==> config.mk <==
export PLATFORM = sky130hd
export DESIGN_NAME = refcounted_snapshot_slot_pool_core
export DESIGN_NICKNAME = d
export VERILOG_FILES = /design/src/design/rssp_pkg.sv /design/src/design/rssp_free_stack.sv /design/src/design/refcounted_snapshot_slot_pool_core.sv
export SDC_FILE = /design/constraint.sdc
export NUM_CORES = 1
export LEC_CHECK = 0
export BUFFER_PORTS_ARGS = -buffer_cell sky130_fd_sc_hd__buf_2
export CAP_MARGIN = 20
export CORE_MARGIN = 4
export CORE_UTILIZATION = 50
export CTS_CLUSTER_DIAMETER = 120
export DETAILED_ROUTE_END_ITERATION = 6
export PLACE_DENSITY_LB_ADDON = 0.3
export SLEW_MARGIN = 0
export SYNTH_ARGS = -nofsm -noshare
export SYNTH_HDL_FRONTEND = slang
export SYNTH_SLANG_ARGS = --single-unit
==> constraint.sdc <==
create_clock -name clk -period 7.1 [get_ports clk]
set_input_delay 1.42 -clock clk [delete_from_list [all_inputs] [get_ports clk]]
set_output_delay 1.42 -clock clk [all_outputs]
set_load 0.005 [all_outputs]
==> src/design/rssp_pkg.sv <==
`timescale 1ns / 1ps

package rssp_pkg;

  localparam int NUM_SLOTS_DEF   = 4;
  localparam int COUNT_WIDTH_DEF = 16;

  localparam int KIND_W       = 2;
  localparam int SLOT_FIELD_W = 6;
  localparam int STATUS_W     = 3;

  localparam logic [KIND_W-1:0] KIND_ACQUIRE = 2'd0;
  localparam logic [KIND_W-1:0] KIND_RELEASE = 2'd1;
  localparam logic [KIND_W-1:0] KIND_INSTALL = 2'd2;

  localparam logic [STATUS_W-1:0] ST_OK        = 3'd0;
  localparam logic [STATUS_W-1:0] ST_EXHAUSTED = 3'd1;
  localparam logic [STATUS_W-1:0] ST_INVALID   = 3'd2;
  localparam logic [STATUS_W-1:0] ST_NOT_HELD  = 3'd3;
  localparam logic [STATUS_W-1:0] ST_FULL      = 3'd4;

endpackage

==> src/design/rssp_free_stack.sv <==
`timescale 1ns / 1ps

module rssp_free_stack
  import rssp_pkg::*;
#(
  parameter int NUM_SLOTS = NUM_SLOTS_DEF,
  parameter int SLOT_W    = $clog2(NUM_SLOTS)
) (
  input  logic              clk,
  input  logic              rst_n,
  input  logic [SLOT_W-1:0] top_addr,
  input  logic              push_en,
  input  logic [SLOT_W-1:0] push_slot,
  output logic [SLOT_W-1:0] top_slot
);

  logic [SLOT_W-1:0]    mem [NUM_SLOTS];
  logic [NUM_SLOTS-1:0] vld_r;
  logic [SLOT_W-1:0]    rd_q;
  logic                 rd_vld_r;
  logic [SLOT_W-1:0]    rd_addr_r;
  logic                 byp_r;
  logic [SLOT_W-1:0]    byp_slot_r;

  always_ff @(posedge clk) begin
    if (push_en) begin
      mem[top_addr] <= push_slot;
    end
    rd_q       <= mem[top_addr];
    byp_slot_r <= push_slot;
  end

  // An entry that was never written still holds its reset value, slot index plus one.
  always_ff @(posedge clk) begin
    if (!rst_n) begin
      vld_r     <= '0;
      rd_vld_r  <= 1'b0;
      rd_addr_r <= SLOT_W'(NUM_SLOTS - 2);
      byp_r     <= 1'b0;
    end else begin
      if (push_en) begin
        vld_r[top_addr] <= 1'b1;
      end
      rd_vld_r  <= vld_r[top_addr];
      rd_addr_r <= top_addr;
      byp_r     <= push_en;
    end
  end

  assign top_slot = byp_r    ? byp_slot_r :
                    rd_vld_r ? rd_q       : rd_addr_r + 1'b1;

endmodule

==> src/design/refcounted_snapshot_slot_pool_core.sv <==
`timescale 1ns / 1ps

// Snapshot slot pool with reader counts: acquire pins the current slot, release unpins a
// slot and returns it to a LIFO free stack when it drops to zero while not current, and
// install pops a free slot, makes it current with one pin and unpins the old current slot.
// One operation is accepted every cycle while the result is not stalled; it passes
// through an input register, then one pass of counter and stack logic into the result
// register. The reader counts of non-current slots and the free stack are memories with
// registered reads that are fetched while the operation before is processed, with
// forwarding from the operation in progress; per-entry valid bits stand in for their
// reset values, so no clearing pass is needed and operations are taken once reset ends.
module refcounted_snapshot_slot_pool_core
  import rssp_pkg::*;
#(
  parameter int NUM_SLOTS   = NUM_SLOTS_DEF,
  parameter int COUNT_WIDTH = COUNT_WIDTH_DEF
) (
  input  logic                    clk,
  input  logic                    rst_n,
  input  logic                    in_valid,
  output logic                    in_stall,
  input  logic [KIND_W-1:0]       in_kind,
  input  logic [SLOT_FIELD_W-1:0] in_slot,
  output logic                    out_valid,
  input  logic                    out_stall,
  output logic [SLOT_FIELD_W-1:0] out_granted_slot,
  output logic [STATUS_W-1:0]     out_status,
  output logic                    out_freed_valid,
  output logic [SLOT_FIELD_W-1:0] out_freed_slot
);

  localparam int SLOT_W = $clog2(NUM_SLOTS);
  localparam logic [COUNT_WIDTH-1:0]  CNT_MAX     = '1;
  localparam logic [SLOT_FIELD_W:0]   NUM_SLOTS_V = (SLOT_FIELD_W + 1)'(NUM_SLOTS);

  logic en;
  logic in_accept;

  logic                    v1_r;
  logic [KIND_W-1:0]       kind1_r;
  logic [SLOT_FIELD_W-1:0] slot1_r;

  logic [SLOT_W-1:0]      cur_r, cur_nxt;
  logic [COUNT_WIDTH-1:0] cur_cnt_r, cur_cnt_nxt;
  logic [SLOT_W-1:0]      fc_r, fc_nxt;

  logic [COUNT_WIDTH-1:0] cnt_mem [NUM_SLOTS];
  logic [NUM_SLOTS-1:0]   cnt_vld_r;
  logic [COUNT_WIDTH-1:0] cnt_q;
  logic                   cnt_rd_vld_r;
  logic                   cnt_byp_r;
  logic [COUNT_WIDTH-1:0] cnt_byp_data_r;
  logic [COUNT_WIDTH-1:0] cnt_rd;
  logic [SLOT_W-1:0]      in_idx;

  logic                   cw_en;
  logic [SLOT_W-1:0]      cw_addr;
  logic [COUNT_WIDTH-1:0] cw_data;

  logic              push_en;
  logic [SLOT_W-1:0] push_slot;
  logic [SLOT_W-1:0] top_addr;
  logic [SLOT_W-1:0] top_slot;

  logic [SLOT_W-1:0]      idx1;
  logic [COUNT_WIDTH-1:0] held;
  logic [COUNT_WIDTH-1:0] dec;

  logic [SLOT_FIELD_W-1:0] res_granted;
  logic [STATUS_W-1:0]     res_status;
  logic                    res_fv;
  logic [SLOT_FIELD_W-1:0] res_fs;

  logic                    out_valid_r;
  logic [SLOT_FIELD_W-1:0] out_granted_r;
  logic [STATUS_W-1:0]     out_status_r;
  logic                    out_fv_r;
  logic [SLOT_FIELD_W-1:0] out_fs_r;

  assign en        = !(out_valid_r && out_stall);
  assign in_stall  = !en;
  assign in_accept = in_valid && en;
  assign in_idx    = in_slot[SLOT_W-1:0];

  always_ff @(posedge clk) begin
    if (!rst_n) begin
      v1_r <= 1'b0;
    end else if (en) begin
      v1_r <= in_accept;
    end
  end

  always_ff @(posedge clk) begin
    if (in_accept) begin
      kind1_r <= in_kind;
      slot1_r <= in_slot;
    end
  end

  // Reader counts of slots that are not current; the current count lives in cur_cnt_r.
  always_ff @(posedge clk) begin
    if (cw_en) begin
      cnt_mem[cw_addr] <= cw_data;
    end
    if (in_accept) begin
      cnt_q          <= cnt_mem[in_idx];
      cnt_byp_data_r <= cw_data;
    end
  end

  always_ff @(posedge clk) begin
    if (!rst_n) begin
      cnt_vld_r    <= '0;
      cnt_rd_vld_r <= 1'b0;
      cnt_byp_r    <= 1'b0;
    end else begin
      if (cw_en) begin
        cnt_vld_r[cw_addr] <= 1'b1;
      end
      if (in_accept) begin
        cnt_rd_vld_r <= cnt_vld_r[in_idx];
        cnt_byp_r    <= cw_en && (cw_addr == in_idx);
      end
    end
  end

  assign cnt_rd = cnt_byp_r    ? cnt_byp_data_r :
                  cnt_rd_vld_r ? cnt_q          : '0;

  assign idx1 = slot1_r[SLOT_W-1:0];
  assign held = (idx1 == cur_r) ? cur_cnt_r : cnt_rd;
  assign dec  = held - 1'b1;

  always_comb begin
    cur_nxt     = cur_r;
    cur_cnt_nxt = cur_cnt_r;
    fc_nxt      = fc_r;
    cw_en       = 1'b0;
    cw_addr     = cur_r;
    cw_data     = '0;
    push_en     = 1'b0;
    push_slot   = cur_r;
    res_granted = '0;
    res_status  = ST_OK;
    res_fv      = 1'b0;
    res_fs      = '0;
    if (v1_r && en) begin
      case (kind1_r)
        KIND_ACQUIRE: begin
          if (cur_cnt_r == CNT_MAX) begin
            res_status = ST_FULL;
          end else begin
            cur_cnt_nxt = cur_cnt_r + 1'b1;
            res_granted = SLOT_FIELD_W'(cur_r);
          end
        end
        KIND_RELEASE: begin
          if ({1'b0, slot1_r} >= NUM_SLOTS_V) begin
            res_status = ST_INVALID;
          end else if (held == '0) begin
            res_status = ST_NOT_HELD;
          end else if (idx1 == cur_r) begin
            cur_cnt_nxt = dec;
          end else begin
            cw_en   = 1'b1;
            cw_addr = idx1;
            cw_data = dec;
            if (dec == '0) begin
              push_en   = 1'b1;
              push_slot = idx1;
              fc_nxt    = fc_r + 1'b1;
              res_fv    = 1'b1;
              res_fs    = SLOT_FIELD_W'(idx1);
            end
          end
        end
        KIND_INSTALL: begin
          if (fc_r == '0) begin
            res_status = ST_EXHAUSTED;
          end else begin
            cur_nxt     = top_slot;
            cur_cnt_nxt = COUNT_WIDTH'(1);
            res_granted = SLOT_FIELD_W'(top_slot);
            cw_en       = 1'b1;
            cw_addr     = cur_r;
            cw_data     = (cur_cnt_r == '0) ? '0 : cur_cnt_r - 1'b1;
            if (cur_cnt_r <= COUNT_WIDTH'(1)) begin
              push_en   = 1'b1;
              push_slot = cur_r;
              fc_nxt    = fc_r;
              res_fv    = 1'b1;
              res_fs    = SLOT_FIELD_W'(cur_r);
            end else begin
              fc_nxt = fc_r - 1'b1;
            end
          end
        end
        default: begin
        end
      endcase
    end
  end

  assign top_addr = fc_nxt - 1'b1;

  rssp_free_stack #(
    .NUM_SLOTS (NUM_SLOTS),
    .SLOT_W    (SLOT_W)
  ) u_free_stack (
    .clk       (clk),
    .rst_n     (rst_n),
    .top_addr  (top_addr),
    .push_en   (push_en),
    .push_slot (push_slot),
    .top_slot  (top_slot)
  );

  always_ff @(posedge clk) begin
    if (!rst_n) begin
      cur_r     <= '0;
      cur_cnt_r <= COUNT_WIDTH'(1);
      fc_r      <= SLOT_W'(NUM_SLOTS - 1);
    end else begin
      cur_r     <= cur_nxt;
      cur_cnt_r <= cur_cnt_nxt;
      fc_r      <= fc_nxt;
    end
  end

  always_ff @(posedge clk) begin
    if (!rst_n) begin
      out_valid_r <= 1'b0;
    end else if (en) begin
      out_valid_r <= v1_r;
    end
  end

  always_ff @(posedge clk) begin
    if (en) begin
      out_granted_r <= res_granted;
      out_status_r  <= res_status;
      out_fv_r      <= res_fv;
      out_fs_r      <= res_fs;
    end
  end

  assign out_valid        = out_valid_r;
  assign out_granted_slot = out_granted_r;
  assign out_status       = out_status_r;
  assign out_freed_valid  = out_fv_r;
  assign out_freed_slot   = out_fs_r;

endmodule

==> impl_metrics.yaml, run 1 <==
job:
  drv_cap: 0
detailed_routing:
  drt_pass1_iterations: 7
  wl_per_cell_um: 20.5
  drc_errors: 0
  ant_nets: 0
  dr_total_vias: 5808
  initialDrtViolationCount: 585
  vias_per_cell: 6.13
  wl_mm: 19.4
sta:
  hold_slack_ns: 0.460
  skew_ns: 0.0142
  timing.final.crit_period_ns: 5.51
  rsz0062_at_grt: "no"
  hold_viol: 0
  drv_slew: 0
  setup_tns_ns: 0
  finalSetupViolCount: 0
  fin_crit_sh_pct: 77.6
  worst_slew_pin_slew_ns: 1.01
  relSlewSlack_pct: 32.5
  max_freq_mhz: 181
layout:
  area_growth_pct: 9.82
  n_fill_cell: 1326
  fin_nets: 746
  drive_gt1_share_pct: 16.1
  diodes: 0
grt:
  grt_pass1_vias: 5456
  grt_use_total_pct: 22.1
  grt_pass1_wl_mm: 30.8
  grt_max_degree: 43
  antenna_found_initial: 0
  grt_remaining_overflow: 0
outcome:
  status: "finished clean"
floorplan:
  die_w_um: 136
  io-pin-count: 30
  start_util_pct: 51.2
  coreArea_mm2: 0.0159
  die_h_um: 136
  die_area_mm2: 0.0184
  std_cell_rows: 46
synthesis:
  async_reset_ff_share_pct: 0
  synth_ff_type: "edfxtp_1"
  syn_area_mm2: 0.00817
  syn_inst: 705
  synth.avg_cell_area_um2: 11.6
  ys_seq_area_share_pct: 53.9
  ys_ff_latch: 160
  yosysWarnings: 0
  synth-edff-count: 120
  synthDistinctLibCells: 82
power:
  p_leak_nw: 3.34
  pwr-share-seq_pct: 47.9
  internal_power_mw: 1.61
  p_sw_share_pct: 26.4
  irDropWorstVdd_mv: 0.241
  power_density_mw_per_mm2: 243
  p_sw_uw: 575
  comb_power_share_pct: 12.5
  p_clk_share_pct: 39.7
placed_design:
  port_buffers: 21
  dp_hpwl_mm: 13.9
  gp_congestion: 1.04
setup_path:
  path_max_fanout: 19
  cp_data_arrival_time_ns: 5.82
  cp-start-kind: "flip-flop"
  required_ns: 7.41
  crit_type: "flip-flop to flip-flop"
  ff2ff_setup_slack_ns: 1.59
  end_kind: "flip-flop"
clocking:
  cts_resized: 0
  cts.root.buffer_cell: "clkbuf_16"
  cts_tree: "done"
  clk_path_buf_depth: 2
  cts_made_buffers: 17
  clk_pin_slew_ns: 0.06
  numClockSinks: 160
  cts_hold_buf: 0
  insertion_delay_ns: 0.43
  h-tree-depth: 4
  post_cts_buffers: 0
worst_hold_path:
  hold_class: "flip-flop to flip-flop"
through the flow:
stage	instances	instance area (um^2)	util [%]	power, mW	worst slack, ns
6_report	947	8970	56.3	2.18	1.59
5_1_grt	947	8970	56.3	2.27	1.32
4_1_cts	947	8970	56.3	2.19	1.63
3_5_place_dp	915	8410	52.7	1.33	1.66
3_3_place_gp	915	8410	52.7	1.33	1.91
2_1_floorplan	712	8200	-	1.26	2.09
critical path: stages, from the launching register on:
cell and delay [ns]:
edfxtp_1 0.48, xnor2_1 0.20, buf_4 0.23, nand2_2 0.26
a21oi_1 0.45, ha_1 0.37, o21ai_0 0.16, o32ai_2 0.45
a21oi_1 0.17, or4_4 0.58, nor4_2 0.20, and4b_4 0.32
mux2_2 0.36, o21a_1 0.20, ha_1 0.39, mux2i_1 0.23
o311ai_0 0.17, o211a_1 0.17
layout make-up:
type                            count  area (um^2)  area share (%)
Timing Repair Buffer               35          210            2.34
Clock inverter                     12          128            1.42
Multi-Input combinational cell    474         3410            38.0
Clock buffer                       20          437            4.87
Tap cell                          216          270            3.01
Sequential cell                   160         4400            49.1
Inverter                           30          115            1.28
cell usage after synthesis, drive strengths merged, types with 6 or more instances:
library cell | n | area (um^2)
a21oi | 35 | 175
a222oi | 7 | 70.1
a22o | 6 | 56.3
a22oi | 16 | 120
a31oi | 6 | 37.5
and3 | 10 | 62.6
buf | 18 | 153
clkbuf | 30 | 123
dfxtp | 40 | 801
edfxtp | 120 | 3600
ha | 16 | 200
inv | 30 | 115
mux2i | 8 | 80.1
mux4 | 19 | 428
nand2 | 36 | 138
nand3 | 16 | 80.1
nand4 | 8 | 56.3
nor2 | 89 | 337
nor3 | 15 | 75.1
o21a | 11 | 82.6
o21ai | 37 | 185
o31ai | 8 | 101
xnor2 | 19 | 174
xor2 | 16 | 148
final timing paths:
path / from / to / cells past startpoint
worst min-delay path: cnt_vld_r[2] / cnt_vld_r[2] / 1
worst max register to register: slot1_r[1] / u_free_stack.rd_vld_r / 17
worst max-delay path: slot1_r[1] / u_free_stack.rd_vld_r / 17
worst min register to register: cnt_vld_r[2] / cnt_vld_r[2] / 1
metal layers:
| layer | vias up | GRT usage [%] | routed length (um) |
|---|---|---|---|
| met5 | - | 0 | 0 |
| met1 | 2848 | 33.5 | 8990 |
| met3 | 27 | 4.18 | 1380 |
| li1 | 2677 | - | - |
| met2 | 256 | 32.8 | 8680 |
| met4 | 0 | 6.05 | 327 |
sequential cells by signal, indices dropped and copies added (netlist names), 2 cells and up:
| name | cells |
|---|---|
| u_free_stack.byp_slot_r | 2 |
| cur_r | 2 |
| cur_cnt_r | 16 |
| u_free_stack.rd_q | 2 |
| cnt_byp_data_r | 16 |
| u_free_stack.mem | 8 |
| out_status | 3 |
| cnt_vld_r | 4 |
| slot1_r | 6 |
| u_free_stack.vld_r | 4 |
| cnt_mem | 64 |
| out_freed_slot | 2 |
| kind1_r | 2 |
| fc_r | 2 |
| u_free_stack.rd_addr_r | 2 |
| out_granted_slot | 2 |
| cnt_q | 16 |
power groups by stage:
stage | sequential (mW) | combinational (mW) | clock [mW]
finish | 1.04 | 0.272 | 0.865
global route | 1.05 | 0.297 | 0.925
CTS | 1.04 | 0.268 | 0.882
detailed placement | 1.06 | 0.266 | 0
global placement | 1.06 | 0.265 | 0
floorplan | 1.05 | 0.206 | 0
kinds of logic after synthesis:
| logic type | synth area share (%) |
|---|---|
| and+or+nand+nor | 12.4 |
| xor gates and xnor gates | 3.94 |
| muxes | 6.63 |
| buffers and inverters | 4.78 |
| AOI/OAI and AO/OA | 15.8 |
| DFF | 53.9 |
| other | 0.0459 |
| adders and majority gates | 2.45 |
layout by cell type, fill, tap and decap left out, drive strengths merged, types with 10 or more instances in the layout:
cell      n
edfxtp  120
ha       16
nor2     89
a22oi    16
buf      35
xnor2    19
dfxtp    40
nand2    36
mux4     19
clkbuf   20
a21oi    35
o21ai    37
nor3     15
nand3    16
and3     10
inv      34
xor2     16
o21a     11
Power figures use the tool's default switching activity.
==> run 2, diff against run 1 <==
Clock period 7.1 ns to 5.3 ns, I/O delays scaled along.
==> run 2 against run 1 <==
Critical endpoint unchanged. Clock power up 34%. Fmax increased by 11%. Wire length is 2.8% higher. Via count increased by 1.6%. The run now ends with design-rule violations left. Register-to-register slack worse by 1.3 ns. Die area is the same. Sequential share of layout area down 0.39 points. Cell area grew 0.81%. Cell count grew 0.95%. Flip-flop and latch count stayed put. Power is 34% higher.
==> impl_metrics.yaml, run 2 (synthesized netlist as in run 1, its figures left out) <==
worst_hold_path:
  hp-start: "cnt_vld_r[0]"
  holdPathStages: 1
  hold_class: "flip-flop to flip-flop"
  hold_end: "cnt_vld_r[0]"
layout:
  area_growth_pct: 10.7
  multi_input_area_mm2: 0.00341
  n_fill_cell: 1313
  largest_register: "cnt_mem"
  design_area_mm2: 0.00904
  drive_gt1_share_pct: 17.4
  fin_nets: 756
  final_cell_mix: "120 x edfxtp_1, 88 x nor2_1, 40 x dfxtp_1"
  final_common_cell: "edfxtp_1"
  seqCellArea_mm2: 0.00440
  largest_register_ffs: 64
  diodes: 0
job:
  drv_cap: 0
clocking:
  h-tree-depth: 4
  post_cts_buffers: 0
  clk_pin_slew_ns: 0.07
  numClockSinks: 160
  clk_path_buf_depth: 2
  cts_made_buffers: 17
  cts.root.buffer_cell: "clkbuf_16"
  insertion_delay_ns: 0.43
  cts_tree: "done"
sta:
  finalSetupViolCount: 0
  drv_slew: 0
  max_freq_mhz: 201
  timing.final.crit_period_ns: 4.98
  relSlewSlack_pct: 46.5
  rsz0062_at_grt: "no"
  skew_ns: 0.0104
  worst_slew_pin_slew_ns: 0.802
  fin_crit_sh_pct: 94.0
  hold_viol: 0
  setup_tns_ns: 0
detailed_routing:
  drt_pass1_iterations: 7
  wl_per_cell_um: 20.8
  drc_errors: 2
  dr_total_vias: 5902
  wl_mm: 19.9
  initialDrtViolationCount: 642
  ant_nets: 0
  vias_per_cell: 6.17
setup_path:
  r2r_cells: 15
  rr_endpoint: "u_free_stack.rd_vld_r"
  path_max_fanout: 7
  required_ns: 5.62
  cp-start-kind: "flip-flop"
  cp_data_arrival_time_ns: 5.30
  ff2ff_setup_slack_ns: 0.32
  end_kind: "flip-flop"
  crit_type: "flip-flop to flip-flop"
  timing.rr.start: "slot1_r[1]"
floorplan:
  start_util_pct: 51.2
  die_h_um: 136
  coreArea_mm2: 0.0159
  io-pin-count: 30
  die_w_um: 136
  die_area_mm2: 0.0184
  std_cell_rows: 46
grt:
  grt_pass1_wl_mm: 32.1
  grt_use_total_pct: 22.9
  grt_max_degree: 43
  grt_pass1_vias: 5705
  antenna_found_initial: 0
  grt_remaining_overflow: 0
placed_design:
  gp_congestion: 0.942
  dpl_cell_area_mm2: 0.00848
  port_buffers: 21
  dp_hpwl_mm: 14.4
outcome:
  violations: "design-rule violations"
  status: "finished with violations"
power:
  p_leak_nw: 3.39
  power_density_mw_per_mm2: 324
  irDropWorstVdd_mv: 0.268
## run 2: cell count changes in the layout (fill, tap and decap cells not counted)
cell        previous run  this run
clkinv_1               0         2
clkinv_2               1         2
clkinv_4               3         2
a31oi_1                5         6
buf_4                 14        24
a211oi_2               0         2
a211oi_1               5         3
clkinvlp_4             2         1
clkbuf_1               3         0
inv_6                  4         5
a31oi_2                1         0
## run 2: stage by stage
step / utilization [%] / setup WS [ns] / hold WS, ns / instances / power [mW]
after floorplan: - / 0.295 / 0.435 / 712 / 1.69
after global placement: 53.2 / 0.580 / 0.447 / 925 / 1.78
after detailed placement: 53.2 / 0.397 / 0.453 / 925 / 1.79
after CTS: 56.7 / 0.356 / 0.468 / 956 / 2.95
after global routing: 56.7 / 0.0138 / 0.486 / 956 / 3.04
final: 56.7 / 0.319 / 0.463 / 956 / 2.93
## run 2: area by class of cell
cell class                 instances  share of cell area [%]
sequential                       160                    48.7
multi-input combinational        474                    37.7
clock buffer                      17                    4.70
timing repair buffer              45                    3.15
tap                              216                    2.99
clock inverter                    14                    1.47
inverter                          30                    1.27
## run 2: timing repair
action | 4_1_cts | 5_1_grt
hold buffers | 0 | 0
resized for setup | 0 | 2
endpoints found under the setup margin | 0 | 4
## run 2: worst max path at each step
stage / start / to / slack [ns]
final: slot1_r[1] / u_free_stack.rd_vld_r / 0.32
after global routing: slot1_r[1] / u_free_stack.rd_vld_r / 0.01
after global placement: slot1_r[1] / u_free_stack.rd_vld_r / 0.58
after detailed placement: slot1_r[1] / u_free_stack.rd_vld_r / 0.40
after floorplan: slot1_r[1] / u_free_stack.rd_vld_r / 0.29
after CTS: slot1_r[1] / u_free_stack.mem[2][1] / 0.36
## run 2: routing by layer
layer | wire length [um] | global-route usage [%] | vias up
li1 | - | - | 2684
met4 | 265 | 6.22 | 0
met2 | 9190 | 35.2 | 292
met3 | 1620 | 5.07 | 22
met1 | 8850 | 33.1 | 2904
met5 | 0 | 0 | -
## run 2: critical path: stages, from the launching register on
cell and delay (ns):
edfxtp_1 0.47, xnor2_1 0.25, nand2_2 0.13, a21oi_1 0.26
ha_1 0.35, o21ai_0 0.16, o32ai_2 0.45, a21oi_1 0.17
or4_4 0.58, nor4_2 0.21, and4b_4 0.32, mux2_2 0.36
o21a_1 0.21, ha_1 0.39, mux2_2 0.36, o211a_1 0.20
## run 2: power breakdown
group / switching, mW / internal [mW]
sequential: 0.0263 / 1.37
combinational: 0.245 / 0.130
clock: 0.510 / 0.650
